### config.mk
export PLATFORM = sky130hd
export DESIGN_NAME = variable_length_bit_packer
export DESIGN_NICKNAME = d
export VERILOG_FILES = /design/src/rtl/core/vlbp_pkg.sv /design/src/rtl/core/vlbp_datapath.sv /design/src/rtl/core/vlbp_ctrl.sv /design/src/rtl/core/variable_length_bit_packer.sv
export SDC_FILE = /design/constraint.sdc
export NUM_CORES = 1
export LEC_CHECK = 0
export ABC_CLOCK_PERIOD_IN_PS = 12200
export BUFFER_PORTS_ARGS = -buffer_cell sky130_fd_sc_hd__buf_2
export CAP_MARGIN = 25
export CORE_MARGIN = 1.5
export CORE_UTILIZATION = 25
export DETAILED_ROUTE_END_ITERATION = 6
export PLACE_DENSITY = 0.41
export REMOVE_ABC_BUFFERS = 1
export SYNTH_ARGS = -nofsm -noshare
export SYNTH_HDL_FRONTEND = slang
export SYNTH_HIERARCHICAL = 1
export SYNTH_SLANG_ARGS = --single-unit
### constraint.sdc
create_clock -name clock -period 12.2 [get_ports clock]
set_clock_uncertainty 0.2 [all_clocks]
set_input_delay 1.22 -clock clock [delete_from_list [all_inputs] [get_ports clock]]
set_output_delay 1.22 -clock clock [all_outputs]
set_load 0.05 [all_outputs]
### src/rtl/core/vlbp_pkg.sv
// ----------------------------------------------------------------------------
// vlbp_pkg
// Shared types and constants of the variable-length bit packer.
// ----------------------------------------------------------------------------
package vlbp_pkg;

   localparam int WORD_BITS     = 32;
   localparam int LEN_BITS      = 6;
   localparam int MAX_CODE_BITS = 32;
   localparam int BYTE_BITS     = 8;
   localparam int FILL_BITS     = 3;
   localparam int STEP_BITS     = 4;

   localparam logic ORDER_MSB_FIRST = 1'b0;
   localparam logic ORDER_LSB_FIRST = 1'b1;

   typedef enum logic [0:0] {
      ST_IDLE,
      ST_RUN
   } state_type;

   typedef struct packed {
      logic load;
      logic step;
   } cmd_type;

   typedef struct packed {
      logic emits;
      logic done;
   } status_type;

endpackage

### src/rtl/core/vlbp_datapath.sv
// ----------------------------------------------------------------------------
// vlbp_datapath
// Code word register, partial byte, fill count, bit order and output payload.
// ----------------------------------------------------------------------------
module vlbp_datapath (
   input  logic                            clock,
   input  logic                            reset,
   input  logic                            csr_wr_en,
   input  logic                            csr_wr_data,
   input  logic [vlbp_pkg::WORD_BITS-1:0]  code_word,
   input  logic [vlbp_pkg::LEN_BITS-1:0]   code_length,
   input  vlbp_pkg::cmd_type               cmd,
   output vlbp_pkg::status_type            status,
   output logic [vlbp_pkg::BYTE_BITS-1:0]  out_byte,
   output logic                            out_last
);

   localparam logic [vlbp_pkg::LEN_BITS-1:0]  MAX_LEN =
      vlbp_pkg::LEN_BITS'(vlbp_pkg::MAX_CODE_BITS);
   localparam logic [vlbp_pkg::LEN_BITS-1:0]  WORD_LEN =
      vlbp_pkg::LEN_BITS'(vlbp_pkg::WORD_BITS);
   localparam logic [vlbp_pkg::STEP_BITS-1:0] BYTE_LEN =
      vlbp_pkg::STEP_BITS'(vlbp_pkg::BYTE_BITS);

   logic [vlbp_pkg::WORD_BITS-1:0] word_ff, word_in;
   logic [vlbp_pkg::LEN_BITS-1:0]  rem_ff, rem_in;
   logic [vlbp_pkg::BYTE_BITS-1:0] partial_ff, partial_in;
   logic [vlbp_pkg::FILL_BITS-1:0] fill_ff, fill_in;
   logic                           order_ff, order_in;
   logic [vlbp_pkg::BYTE_BITS-1:0] out_byte_ff, out_byte_in;
   logic                           out_last_ff, out_last_in;

   logic [vlbp_pkg::LEN_BITS-1:0]  len_sat;
   logic [vlbp_pkg::STEP_BITS-1:0] space;
   logic [vlbp_pkg::STEP_BITS-1:0] take;
   logic [vlbp_pkg::BYTE_BITS:0]   mask_wide;
   logic [vlbp_pkg::BYTE_BITS-1:0] chunk;
   logic [vlbp_pkg::BYTE_BITS-1:0] placed;
   logic [vlbp_pkg::BYTE_BITS-1:0] merged;
   logic [vlbp_pkg::LEN_BITS-1:0]  rem_next;
   logic                           emits;

   always_comb begin
      len_sat   = (code_length > MAX_LEN) ? MAX_LEN : code_length;
      space     = BYTE_LEN - {1'b0, fill_ff};
      take      = (rem_ff < {2'b00, space}) ? rem_ff[vlbp_pkg::STEP_BITS-1:0] : space;
      mask_wide = ((vlbp_pkg::BYTE_BITS+1)'(1) << take) - (vlbp_pkg::BYTE_BITS+1)'(1);
      if (order_ff == vlbp_pkg::ORDER_MSB_FIRST) begin
         chunk  = word_ff[vlbp_pkg::WORD_BITS-1 -: vlbp_pkg::BYTE_BITS] >> (BYTE_LEN - take);
         placed = chunk << (space - take);
      end else begin
         chunk  = word_ff[vlbp_pkg::BYTE_BITS-1:0] & mask_wide[vlbp_pkg::BYTE_BITS-1:0];
         placed = chunk << fill_ff;
      end
      merged   = partial_ff | placed;
      emits    = (take == space);
      rem_next = rem_ff - {2'b00, take};
   end

   assign status.emits = emits;
   assign status.done  = (rem_next == '0);

   always_comb begin
      order_in    = csr_wr_en ? csr_wr_data : order_ff;
      word_in     = word_ff;
      rem_in      = rem_ff;
      partial_in  = partial_ff;
      fill_in     = fill_ff;
      out_byte_in = out_byte_ff;
      out_last_in = out_last_ff;
      if (cmd.load) begin
         rem_in = len_sat;
         if (order_ff == vlbp_pkg::ORDER_MSB_FIRST) begin
            word_in = code_word << (WORD_LEN - len_sat);
         end else begin
            word_in = code_word;
         end
      end else if (cmd.step) begin
         rem_in = rem_next;
         if (order_ff == vlbp_pkg::ORDER_MSB_FIRST) begin
            word_in = word_ff << take;
         end else begin
            word_in = word_ff >> take;
         end
         if (emits) begin
            partial_in  = '0;
            fill_in     = '0;
            out_byte_in = merged;
            out_last_in = (rem_next < vlbp_pkg::LEN_BITS'(vlbp_pkg::BYTE_BITS));
         end else begin
            partial_in = merged;
            fill_in    = fill_ff + take[vlbp_pkg::FILL_BITS-1:0];
         end
      end
   end

   always_ff @(posedge clock) begin
      if (reset) begin
         partial_ff <= '0;
         fill_ff    <= '0;
         order_ff   <= vlbp_pkg::ORDER_MSB_FIRST;
      end else begin
         partial_ff <= partial_in;
         fill_ff    <= fill_in;
         order_ff   <= order_in;
      end
   end

   always_ff @(posedge clock) begin
      word_ff     <= word_in;
      rem_ff      <= rem_in;
      out_byte_ff <= out_byte_in;
      out_last_ff <= out_last_in;
   end

   assign out_byte = out_byte_ff;
   assign out_last = out_last_ff;

endmodule

### src/rtl/core/vlbp_ctrl.sv
// ----------------------------------------------------------------------------
// vlbp_ctrl
// Controller: input handshake, byte step sequencing and output valid.
// ----------------------------------------------------------------------------
module vlbp_ctrl (
   input  logic                  clock,
   input  logic                  reset,
   input  logic                  req_tvalid,
   output logic                  req_tready,
   output logic                  rsp_tvalid,
   input  logic                  rsp_tready,
   input  vlbp_pkg::status_type  status,
   output vlbp_pkg::cmd_type     cmd
);

   vlbp_pkg::state_type state_ff, state_in;
   logic                out_valid_ff, out_valid_in;
   logic                can_step;

   assign can_step = (state_ff == vlbp_pkg::ST_RUN) &&
                     (!status.emits || !out_valid_ff || rsp_tready);

   always_comb begin
      state_in = state_ff;
      case (state_ff)
         vlbp_pkg::ST_IDLE: begin
            if (req_tvalid) state_in = vlbp_pkg::ST_RUN;
         end
         vlbp_pkg::ST_RUN: begin
            if (can_step && status.done) state_in = vlbp_pkg::ST_IDLE;
         end
         default: state_in = vlbp_pkg::ST_IDLE;
      endcase
   end

   always_comb begin
      req_tready = (state_ff == vlbp_pkg::ST_IDLE);
      cmd.load   = req_tready && req_tvalid;
      cmd.step   = can_step;
      if (can_step && status.emits) begin
         out_valid_in = 1'b1;
      end else if (rsp_tready) begin
         out_valid_in = 1'b0;
      end else begin
         out_valid_in = out_valid_ff;
      end
   end

   always_ff @(posedge clock) begin
      if (reset) begin
         state_ff     <= vlbp_pkg::ST_IDLE;
         out_valid_ff <= 1'b0;
      end else begin
         state_ff     <= state_in;
         out_valid_ff <= out_valid_in;
      end
   end

   assign rsp_tvalid = out_valid_ff;

   a_no_overwrite: assert property (@(posedge clock) disable iff (reset)
      (out_valid_ff && !rsp_tready && status.emits) |-> !cmd.step)
      else $error("byte step would overwrite a pending item");

   a_load_to_run: assert property (@(posedge clock) disable iff (reset)
      cmd.load |=> (state_ff == vlbp_pkg::ST_RUN))
      else $error("accepted item did not start a run");

   a_done_to_idle: assert property (@(posedge clock) disable iff (reset)
      (cmd.step && status.done) |=> (state_ff == vlbp_pkg::ST_IDLE))
      else $error("run did not end after its final step");

   a_load_only_idle: assert property (@(posedge clock) disable iff (reset)
      cmd.load |-> !cmd.step)
      else $error("load and step in the same cycle");

endmodule

### src/rtl/core/variable_length_bit_packer.sv
// ----------------------------------------------------------------------------
// variable_length_bit_packer
// Appends 0 to 32 code bits per item to a running byte and emits whole bytes.
// ----------------------------------------------------------------------------
// One item is taken in an idle cycle, then the datapath places up to eight bits
// per cycle into the partial byte while the result side does not stall, taking
// a step for each completed byte plus a final step when bits are left over or
// the length is zero. The next item is accepted once the last step of the
// current one is done, while its final byte may still wait in the output
// register. code_length above 32 saturates to 32; bit_order selects MSB-first
// (0) or LSB-first (1) and should be changed only while idle.
// ----------------------------------------------------------------------------
module variable_length_bit_packer (
   input  logic        clock,
   input  logic        reset,
   input  logic        csr_wr_en,
   input  logic        csr_wr_data,   // bit_order
   input  logic        req_tvalid,
   output logic        req_tready,
   input  logic [39:0] req_tdata,     // [31:0] code_word, [37:32] code_length, zero fill
   output logic        rsp_tvalid,
   input  logic        rsp_tready,
   output logic [7:0]  rsp_tdata,     // [7:0] out_byte
   output logic        rsp_tlast      // last_of_run
);

   vlbp_pkg::cmd_type    cmd;
   vlbp_pkg::status_type status;

   vlbp_ctrl u_ctrl (
      .clock      (clock),
      .reset      (reset),
      .req_tvalid (req_tvalid),
      .req_tready (req_tready),
      .rsp_tvalid (rsp_tvalid),
      .rsp_tready (rsp_tready),
      .status     (status),
      .cmd        (cmd)
   );

   vlbp_datapath u_datapath (
      .clock       (clock),
      .reset       (reset),
      .csr_wr_en   (csr_wr_en),
      .csr_wr_data (csr_wr_data),
      .code_word   (req_tdata[31:0]),
      .code_length (req_tdata[37:32]),
      .cmd         (cmd),
      .status      (status),
      .out_byte    (rsp_tdata),
      .out_last    (rsp_tlast)
   );

endmodule
Word level (Yosys, flattened, before mapping)
Index checks and enable logic that the tools add are counted.
{"block": "word_totals", "reg_bits": 61, "out_inout_bits": 11, "elab_cells": 60, "in_bits": 46}
{"block": "op_classes", "n_mux": 16, "shifts": 7, "add_sub_neg": 7, "n_reduce_logical": 13, "bitwise_logic": 4, "n_lt_le_gt_ge": 3, "n_eq_ne": 1}
{"op": "$mux 32", "n": 4}
{"op": "$shl 32x4->32", "n": 1}
{"op": "$shl 32x6->32", "n": 1}
{"op": "$shr 32x4->32", "n": 1}
{"op": "$mux 6", "n": 3}
{"op": "$mux 8", "n": 2}
{"op": "$and 8x8->8", "n": 1}
{"op": "$or 8x8->8", "n": 1}
{"op": "$shl 1x4->8 const A", "n": 1}
{"op": "$shl 8x3->8", "n": 1}
{"op": "$shl 8x4->8", "n": 1}
{"op": "$shr 8x4->8", "n": 1}
{"op": "$sub 8x2->8 const B", "n": 1}
{"op": "$gt 6x6->1 const B", "n": 1}
{"op": "$logic_not 6->1", "n": 1}
{"op": "$lt 6x4->1", "n": 1}
{"op": "$lt 6x4->1 const B", "n": 1}
{"op": "$sub 6x4->6", "n": 1}
{"op": "$sub 6x6->6 const A", "n": 1}
{"op": "$eq 4x4->1", "n": 1}
{"op": "$logic_and 1x1->1", "n": 4}
{"op": "$mux 1", "n": 4}
{"op": "$mux 4", "n": 1}
{"op": "$reduce_bool 2->1", "n": 2}
{"op": "other kinds (11)", "n": 14}

Depth between registers and ports, before layout
Gate-level depths: netlist of the first run.
{"block": "depth", "word_depth": 11, "mapped_depth": 24}

Cells and area by module
The synthesis of the first run kept the hierarchy.
{"module": "vlbp_datapath", "area_per_inst_um2": 8448.1, "n_inst": 1, "cells_per_inst": 1062}
{"module": "vlbp_ctrl", "area_per_inst_um2": 100.1, "n_inst": 1, "cells_per_inst": 12}

Worst setup path after synthesis of the first run
No wires, ideal clock.
{"block": "synth_path", "kind": "register -> register", "start": "register u_datapath/fill_ff[0] (netlist name)", "end": "register u_datapath/partial_ff[6] (netlist name)", "arrival_time_ps": 5093, "stages_incl_launch_ff": 25, "required_time_ps": 11878, "synth_period_minus_slack_ps": 5415, "setup_slack_ps": 6785, "cell_sequence": "dfxtp_1 -> clkinv_1 -> ha_1 -> inv_1 -> ha_1 -> a221oi_4 -> o211a_1 -> nor2_4 -> inv_2 -> buf_6 -> buf_2 -> ha_1 -> clkbuf_1 -> o211ai_1 -> inv_1 -> buf_4 -> nand3b_1 -> and2_2 -> buf_4 -> nand2_1 -> nor2_1 -> nor2_1 -> nand2_1 -> a21oi_1 -> a221o_1"}
{"block": "synth_via", "elab_cells_between_ends": 20, "cone_classes": "add/sub (4); order compare (1); eq/ne (1); shift (4); mux (3); bitwise (2); reduce/logical (5)"}
{"element": "start: declaration", "line_no": "vlbp_datapath.sv:28", "rtl": "logic [vlbp_pkg::FILL_BITS-1:0] fill_ff, fill_in;"}
{"element": "start signal: assignment", "line_no": "vlbp_datapath.sv:104", "rtl": "fill_ff <= fill_in;"}
{"element": "$sub 4x3->4 *", "line_no": "vlbp_datapath.sv:45", "rtl": "space = BYTE_LEN - {1'b0, fill_ff};"}
{"element": "$lt 6x4->1", "line_no": "vlbp_datapath.sv:46", "rtl": "take = (rem_ff < {2'b00, space}) ? rem_ff[vlbp_pkg::STEP_BITS-1:0] : space;"}
{"element": "$mux 4", "line_no": "vlbp_datapath.sv:46"}
{"element": "$eq 4x4->1 *", "line_no": "vlbp_datapath.sv:56", "rtl": "emits = (take == space);"}
{"element": "via u_datapath.emits", "line_no": "vlbp_datapath.sv:41", "rtl": "logic emits;"}
{"element": "$logic_not 1->1 *", "line_no": "vlbp_ctrl.sv:21", "rtl": "(!status.emits || !out_valid_ff || rsp_tready);"}
{"element": "$logic_or 1x1->1 * (2 in series)", "line_no": "vlbp_ctrl.sv:21"}
{"element": "$logic_and 1x1->1 *", "line_no": "vlbp_ctrl.sv:20", "rtl": "assign can_step = (state_ff == vlbp_pkg::ST_RUN) &&"}
{"element": "via u_ctrl.can_step", "line_no": "vlbp_ctrl.sv:18", "rtl": "logic can_step;"}
{"element": "$reduce_and 2->1 (no line) *"}
{"element": "end signal: assignment", "line_no": "vlbp_datapath.sv:103", "rtl": "partial_ff <= partial_in;"}
{"element": "end: declaration", "line_no": "vlbp_datapath.sv:27", "rtl": "logic [vlbp_pkg::BYTE_BITS-1:0] partial_ff, partial_in;"}
Mark *: on every way through the listed nets, which the timed path passes. The rest lies on a longest branch.
A chain may end at the register's enable or synchronous reset.

Worst setup path in the final report of the first run
{"block": "layout_path", "start": "register u_datapath/fill_ff[0] (netlist name)", "end": "register u_datapath.out_byte_ff, in the netlist u_datapath/out_byte[6] (data pin)"}
{"block": "layout_via", "elab_chain_len": 9, "elab_cells_between_ends": 13, "cone_classes": "add/sub (4); order compare (1); shift (4); mux (2); bitwise (2)"}
{"element": "branches (longest 7 deep; another with $lt 6x4->1)"}
{"element": "$mux 8 *", "line_no": "vlbp_datapath.sv:48", "rtl": "if (order_ff == vlbp_pkg::ORDER_MSB_FIRST) begin"}
{"element": "$or 8x8->8 *", "line_no": "vlbp_datapath.sv:55", "rtl": "merged = partial_ff | placed;"}
{"element": "via u_datapath.merged (one bit)", "line_no": "vlbp_datapath.sv:39", "rtl": "logic [vlbp_pkg::BYTE_BITS-1:0] merged;"}
{"element": "end signal: assignment", "line_no": "vlbp_datapath.sv:112", "rtl": "out_byte_ff <= out_byte_in;"}
{"element": "end: declaration", "line_no": "vlbp_datapath.sv:30", "rtl": "logic [vlbp_pkg::BYTE_BITS-1:0] out_byte_ff, out_byte_in;"}
Mark *: on every way through the listed nets, which the timed path passes.

==> results of run 1 <==
-- kinds of logic after synthesis --
| group | count (synthesis) | synth area share (%) |
|---|---|---|
| AOI/OAI and AO/OA | 300 | 24.7 |
| xor gates and xnor gates | 15 | 1.62 |
| adders and majority gates | 16 | 2.40 |
| buffers and inverters | 118 | 5.78 |
| DFF | 61 | 19.8 |
| muxes | 219 | 26.8 |
| and+or+nand+nor | 345 | 18.9 |
-- metal layers --
metal	up-vias	track usage, %	wire length, um
li1	4102	-	-
met1	4273	26.7	16000
met2	331	31.0	15700
met3	39	1.55	1800
met4	0	4.62	617
met5	-	0	0
-- Yosys cell counts, drive strengths merged (4+ instances only) --
library cell	count
mux2i	161
nand2	119
nor2	85
a21oi	70
mux2	56
clkbuf	55
o21ai	53
edfxtp	47
nand3	41
buf	33
inv	27
a211oi	23
nor2b	21
a31oi	18
nor3	16
o211ai	16
o221ai	15
dfxtp	14
ha	14
a221oi	11
a22oi	11
and3	11
nand4	10
xnor2	10
a32oi	9
and2	9
a221o	7
o22ai	7
or3	7
a222oi	6
nand2b	6
nor4	6
o31ai	6
a311oi	5
o311ai	5
xor2	5
o211a	4
-- final timing paths --
check | from | to | slack (ns)
worst max register to register | u_datapath/fill_ff[0] | u_datapath/out_byte[6] | 4.62
worst max-delay path | u_datapath/fill_ff[0] | u_datapath/out_byte[6] | 4.62
worst min register to register | u_datapath/partial_ff[0] | u_datapath/partial_ff[0] | 0.28
worst min-delay path | u_datapath/partial_ff[0] | u_datapath/partial_ff[0] | 0.28
-- stage by stage --
stage                     std cells  hold slack [ns]  cell area (sq um)  util [%]  setup WS, ns
after detailed placement       1505            0.261               9170      27.3          4.70
after floorplan                 986            0.225               8170         -          3.34
after CTS                      1521            0.271               9470      28.2          4.69
after global placement         1505            0.251               9170      27.3          4.73
after global routing           1521            0.316               9470      28.2          4.15
final                          1521            0.282               9470      28.2          4.62
-- cell type report --
cell class                      instances  area (sq um)
Inverter                               30           113
Timing Repair Buffer                   71           398
Tap cell                              448           561
Clock buffer                           10           250
Fill cell                            3604         24100
Sequential cell                        61          1690
Clock inverter                          6          48.8
Multi-Input combinational cell        895          6410
-- flip-flops by register name, indices dropped and copies added, names as in the netlist --
| name | count |
|---|---|
| u_datapath/rem_ff | 6 |
| u_datapath/order_ff | 1 |
| u_datapath/out_byte | 8 |
| u_datapath/fill_ff | 3 |
| u_ctrl/state_ff | 1 |
| u_datapath/word_ff | 32 |
| u_ctrl/rsp_tvalid | 1 |
| u_datapath/out_last | 1 |
| u_datapath/partial_ff | 8 |
-- critical path, cell delays in order, from the launching register on --
cell and delay (ns):
dfxtp_1 0.78, clkinv_1 0.56, ha_1 0.57, inv_1 0.13, ha_1 0.34, a221oi_4 0.50
o31ai_2 0.23, nor2_4 0.11, buf_4 0.61, inv_2 0.04, buf_4 0.38, nor2_2 0.56
ha_1 0.33, nand2_1 0.13, ha_1 0.34, nor2b_1 0.21, a32oi_1 0.20, nand2_1 0.08
o211ai_1 0.25, o221a_2 0.27, o22ai_1 0.10, a211o_1 0.33
==> flow_summary.ini, run 1 <==
[critical_path]
arrival_ns = 7.47
end_kind = flip-flop
crit_type = flip-flop to flip-flop
cp_max_fo = 56
crit_path_start_kind = flip-flop
r2r_cells = 21
crit_required_ns = 12.09

[timing]
slew_headroom_pct = 30.2
setup_viol = 0
fmax_mhz = 132
finalSetupTns_ns = 0
tightest_slew_ns = 1.05
fin_crit_ns = 7.58
rsz0062_at_grt = no
finalCritPeriodShare_pct = 62.1
hold_violations = 0
drv_slew = 0

[global_routing]
grt_use_total_pct = 18.9
grt_max_degree = 62
gr-total-overflow = 0
first_global_vias = 8357
grt_pass1_wl_um = 52000
antenna_found_initial = 0

[final_layout]
fin_nets = 1129
final_common_cell = mux2i_1
final_cell_mix = 161 x mux2i_1, 119 x nand2_1, 82 x nor2_1, 70 x a21oi_1, 54 x buf_2
layout-drive-gt1-share_pct = 16.0
antennaDiodeCount = 0
area_delta_synth_final_pct = 10.8

[yosys]
synth-main-ff-cell = edfxtp_1
synth.area.top_cells = mux2i_1 19%, edfxtp_1 17%, mux2_2 7.0%, nand2_1 5.2%, a21oi_1 4.1%
async_reset_ff_share_pct = 0
netlist_area_sq_um = 8550
synth_edf_count = 47
synth_seq_cells = 61
ys.warnings.count = 6
synth_area_per_cell_sq_um = 7.96
ys_seq_area_share_pct = 19.8
synth_cell_types = 85
netlist_instances = 1074
yosysTopAreaCell = mux2i_1
yosys.area.top_type_share_pct = 18.9

[worst_hold_path]
holdPathStages = 2
min_path_type = flip-flop to flip-flop

[detailed_routing]
viasPerCell = 5.75
vias = 8745
ant_nets = 0
wl_per_cell_um = 22.4
drt_iter0_markers = 842
first_pass_iters = 5
drt_wl_total_um = 34100
drc = 0

[die]
initial_core_util_pct = 25.4
coreArea_sq_um = 33600
die_h_um = 188
dieArea_sq_um = 35300
ios = 57
core.rowCount = 67
die_x_um = 188

[placed_design]
dp_hpwl_um = 25100
finalWeightedCongestion = 0.894
io_buffers = 54

[clocking]
cts_setup_buffers = 0
cts_sinks = 61
path_clk_slew_ns = 0.07
cts-htree-levels = 3
clock_path_buffers = 2
root_buffer = clkbuf_16
clkLatencyLatePin_ns = 0.35
cts_buffers = 9
cts_resized = 0
cts_tree = done
cts_hold_buf = 0

[job]
maxCapViolations = 0

[status]
status = finished, final reports clean
Power of run 1 is not shown: default switching activity piles up to over one toggle a cycle in this logic, so the estimate is an artifact.
==> inputs of run 2 (changes only) <==
--- a/config.mk
+++ b/config.mk
@@ -5,7 +5,7 @@
 export SDC_FILE = /design/constraint.sdc
 export NUM_CORES = 1
 export LEC_CHECK = 0
-export ABC_CLOCK_PERIOD_IN_PS = 12200
+export ABC_CLOCK_PERIOD_IN_PS = 7900
 export BUFFER_PORTS_ARGS = -buffer_cell sky130_fd_sc_hd__buf_2
 export CAP_MARGIN = 25
 export CORE_MARGIN = 1.5
==> constraint.sdc (replaced) <==
create_clock -name clock -period 7.9 [get_ports clock]
set_clock_uncertainty 0.2 [all_clocks]
set_input_delay 0.79 -clock clock [delete_from_list [all_inputs] [get_ports clock]]
set_output_delay 0.79 -clock clock [all_outputs]
set_load 0.05 [all_outputs]
==> flow_summary.ini, run 2 (synthesized netlist as in run 1, its figures left out) <==
[status]
status = finished, final reports clean

[timing]
finalCritPeriodShare_pct = 84.2
slew_headroom_pct = 39.7
fin_crit_ns = 6.66
hold_violations = 0
drv_slew = 0
rsz0062_at_grt = no
fmax_mhz = 150
setup_ws_ns = 1.24
setup_viol = 0
tightest_slew_ns = 0.902

[final_layout]
area_delta_synth_final_pct = 11.5
final_cell_mix = 161 x mux2i_1, 119 x nand2_1, 82 x nor2_1, 70 x a21oi_1, 54 x buf_2
regMostFlops = u_datapath/word_ff
final_common_cell = mux2i_1
fin_nets = 1135
antennaDiodeCount = 0
layout-drive-gt1-share_pct = 16.5
largest_reg_flops = 32

[clocking]
cts_tree = done
cts_sinks = 61
cts_setup_buffers = 0
clock_path_buffers = 2
path_clk_slew_ns = 0.07
cts_hold_buf = 0
cts-htree-levels = 3
root_buffer = clkbuf_16
cts_resized = 0
cts_buffers = 9
clkLatencyLatePin_ns = 0.36

[critical_path]
crit_path_start_kind = flip-flop
end_kind = flip-flop
r2r_cells = 17
arrival_ns = 6.57
crit_type = flip-flop to flip-flop
cp_max_fo = 14
cp_common_cell = ha_1
crit_chain = clkinv_1 -> ha_1 -> inv_1 -> ha_1 -> a221oi_4 -> o211a_1 -> nor2_4 -> inv_2 -> ha_1 -> clkinv_1 -> o21ai_0 -> mux2i_1 -> a221oi_1 -> a211oi_1 -> mux2i_1 -> o21ai_0 -> or2_2
cp_slowest_stage_delay_ns = 0.67
crit_slowest_cell = dfxtp_1
crit_required_ns = 7.81

[detailed_routing]
ant_nets = 0
viasPerCell = 5.74
drt_iter0_markers = 899
vias = 8772
drc = 0
drt_wl_total_um = 34300
wl_per_cell_um = 22.5
first_pass_iters = 7

[placed_design]
io_buffers = 54
dp_hpwl_um = 25400
pre_cts_slack_ns = 1.43
finalWeightedCongestion = 0.883

[job]
maxCapViolations = 0

[die]
initial_core_util_pct = 25.4
dieArea_sq_um = 35300
ios = 57
die_h_um = 188
die_x_um = 188
coreArea_sq_um = 33600
core.rowCount = 67

[global_routing]
grt_use_total_pct = 19.0
antenna_found_initial = 0
first_global_vias = 8368
grt_pass1_wl_um = 51600
gr-total-overflow = 0
grt_max_degree = 56

[worst_hold_path]
min_path_type = flip-flop to flip-flop
holdPathStages = 2
[run 2: changes by cell type in the layout (fill, tap and decap cells not counted), sizes merged]
cell,before,now
bufinv,0,1
clkbuf,10,9
buf,71,77
[run 2: final cells by class]
cell class | instances | area, sq um
Clock buffer | 9 | 225
Inverter | 30 | 113
Fill cell | 3637 | 24100
Clock inverter | 7 | 78.8
Sequential cell | 61 | 1690
Tap cell | 448 | 561
Multi-Input combinational cell | 895 | 6410
Timing Repair Buffer | 77 | 450
[run 2: critical path: cells and delay by family (launching register included)]
kind	cells	cell delay, ns
buf+inv	4	1.13
mux	2	0.50
compound gates	6	2.21
flops	1	0.67
fa+ha+maj	3	1.30
simple gates	2	0.38
[run 2: through the flow]
stage | std cells | util (%) | cell area [sq um] | TNS, ns | hold slack [ns]
3_5_place_dp | 1510 | 27.4 | 9210 | 0 | 0.258
2_1_floorplan | 986 | - | 8170 | -8.85 | 0.225
5_1_grt | 1527 | 28.3 | 9530 | 0 | 0.286
3_3_place_gp | 1510 | 27.4 | 9210 | 0 | 0.249
4_1_cts | 1526 | 28.3 | 9510 | 0 | 0.269
6_report | 1527 | 28.3 | 9530 | 0 | 0.265
[run 2: final timing paths]
path	from	end	slack (ns)
worst max-delay path	u_datapath/fill_ff[1]	u_datapath/out_byte[2]	1.24
worst min-delay path	u_datapath/partial_ff[0]	u_datapath/partial_ff[0]	0.27
worst max register to register	u_datapath/fill_ff[1]	u_datapath/out_byte[2]	1.24
worst min register to register	u_datapath/partial_ff[0]	u_datapath/partial_ff[0]	0.27
[run 2: per-layer routing]
layer,vias up,part of all wire [%],track usage [%]
met1,4278,45,25.9
li1,4096,-,-
met2,359,46,30.9
met3,39,6.8,3.05
met4,0,2.1,5.38
met5,-,0,0
Power of run 2 is left out for the same reason.
==> inputs of run 3 (changes only) <==
--- a/config.mk
+++ b/config.mk
@@ -5,7 +5,7 @@
 export SDC_FILE = /design/constraint.sdc
 export NUM_CORES = 1
 export LEC_CHECK = 0
-export ABC_CLOCK_PERIOD_IN_PS = 7900
+export ABC_CLOCK_PERIOD_IN_PS = 6900
 export BUFFER_PORTS_ARGS = -buffer_cell sky130_fd_sc_hd__buf_2
 export CAP_MARGIN = 25
 export CORE_MARGIN = 1.5
==> constraint.sdc (replaced) <==
create_clock -name clock -period 6.9 [get_ports clock]
set_clock_uncertainty 0.2 [all_clocks]
set_input_delay 0.69 -clock clock [delete_from_list [all_inputs] [get_ports clock]]
set_output_delay 0.69 -clock clock [all_outputs]
set_load 0.05 [all_outputs]
==> flow_summary.ini, run 3 (synthesized netlist as in run 1, its figures left out) <==
[status]
status = finished, final reports clean

[critical_path]
r2r_start = u_datapath/fill_ff[1]
reg2reg_slack_ns = 0.70
r2r_end = u_datapath/out_byte[2]
crit_required_ns = 6.80
cp_slowest_stage_delay_ns = 0.68
arrival_ns = 6.10
crit_chain = clkinv_1 -> ha_1 -> inv_1 -> ha_1 -> a221oi_4 -> o31ai_2 -> nor2_4 -> inv_2 -> ha_1 -> clkinv_1 -> o21ai_0 -> mux2i_1 -> a221oi_1 -> a211oi_1 -> mux2i_1 -> o21ai_0 -> or2_2
crit_slowest_cell = dfxtp_1
end_kind = flip-flop
crit_path_start_kind = flip-flop
r2r_cells = 17
cp_common_cell = ha_1
timing.critical_path.buf_inv = 4
cp_max_fo = 14
cp_top_family = compound AO/OA/AOI/OAI gates
crit_type = flip-flop to flip-flop

[timing]
fmax_mhz = 161
hold_ws_ns = 0.263
tightest_slew_ns = 1.04
setup_ws_ns = 0.697
drv_slew = 0
rsz0062_at_grt = no
slew_headroom_pct = 30.9
hold_violations = 0
finalCritPeriodShare_pct = 89.9
fin_crit_ns = 6.20
setup_viol = 0

[global_routing]
met3_usage_pct = 2.62
grt_use_total_pct = 19.1
first_global_vias = 8470
grt_max_degree = 56
antenna_found_initial = 0
gr-total-overflow = 0
met1_usage_pct = 26.1
grt_pass1_wl_um = 52200
grt.busiest_layer = met2
gr-usage-met2_pct = 30.9

[final_layout]
final_common_cell = mux2i_1
fin_nets = 1140
final_cell_mix = 161 x mux2i_1, 119 x nand2_1, 82 x nor2_1, 70 x a21oi_1, 54 x buf_2
area_delta_synth_final_pct = 12.1
layout-drive-gt1-share_pct = 16.9
regMostFlops = u_datapath/word_ff
largest_reg_flops = 32
final_area_sq_um = 9580
antennaDiodeCount = 0

[placed_design]
placed_cell_area_sq_um = 9260
pre_cts_slack_ns = 0.804
io_buffers = 54
dp_hpwl_um = 26200
finalWeightedCongestion = 0.887

[worst_hold_path]
holdPathEnd = u_datapath/partial_ff[0]
min_path_type = flip-flop to flip-flop
holdCritStartpoint = u_datapath/partial_ff[0]
holdPathStages = 2

[clocking]
cts_resized = 0
cts_buffers = 9
clkLatencyLatePin_ns = 0.35
cts_setup_buffers = 0
clock_path_buffers = 2
cts_tree = done
cts_hold_buf = 0
root_buffer = clkbuf_16
path_clk_slew_ns = 0.07
cts-htree-levels = 3
cts_sinks = 61

[die]
dieArea_sq_um = 35300
coreArea_sq_um = 33600
initial_core_util_pct = 25.4
die_x_um = 188
die_h_um = 188
core.rowCount = 67
ios = 57

[detailed_routing]
ant_nets = 0
drt_wl_total_um = 34400
drt_iter0_markers = 885
viasPerCell = 5.73
vias = 8771
drc = 0
wl_per_cell_um = 22.5
first_pass_iters = 6

[job]
maxCapViolations = 0
run 3: area by class of cell:
| type | instances | area, sq um |
|---|---|---|
| Clock inverter | 6 | 73.8 |
| Timing Repair Buffer | 82 | 480 |
| Multi-Input combinational cell | 895 | 6410 |
| Inverter | 30 | 113 |
| Clock buffer | 10 | 250 |
| Fill cell | 3645 | 24000 |
| Tap cell | 448 | 561 |
| Sequential cell | 61 | 1690 |
run 3: per-layer routing:
metal  wire length [um]  part of all wire, %
met5                  0                    0
met2              15800                   46
met1              15900                   46
met4                978                  2.8
met3               1730                  5.0
run 3: how the worst max path moves through the flow:
| stage | startpoint | to | depth (start not counted) |
|---|---|---|---|
| 3_5_place_dp | u_datapath/fill_ff[1] | u_datapath/partial_ff[6] | 21 |
| 4_1_cts | u_datapath/fill_ff[1] | u_datapath/partial_ff[6] | 21 |
| 5_1_grt | u_datapath/fill_ff[1] | u_datapath/partial_ff[6] | 21 |
| 6_report | u_datapath/fill_ff[1] | u_datapath/out_byte[2] | 17 |
| 3_3_place_gp | u_datapath/fill_ff[1] | u_datapath/out_byte[6] | 20 |
| 2_1_floorplan | u_datapath/fill_ff[0] | u_datapath/out_byte[6] | 19 |
run 3: metrics by stage:
step / utilization, % / TNS [ns] / cells
2_1_floorplan: - / -40.42 / 986
3_3_place_gp: 27.5 / 0 / 1516
3_5_place_dp: 27.5 / 0 / 1516
4_1_cts: 28.5 / 0 / 1532
5_1_grt: 28.5 / 0 / 1532
6_report: 28.5 / 0 / 1532
run 3: worst reg2reg max path, stage by stage (launching register included):
cell,delay (ns)
dfxtp_1,0.68
clkinv_1,0.49
ha_1,0.55
inv_1,0.13
ha_1,0.34
a221oi_4,0.50
o31ai_2,0.27
nor2_4,0.21
inv_2,0.10
ha_1,0.31
clkinv_1,0.27
o21ai_0,0.26
mux2i_1,0.21
a221oi_1,0.47
a211oi_1,0.22
mux2i_1,0.26
o21ai_0,0.18
or2_2,0.31
Power of run 3 is left out for the same reason.
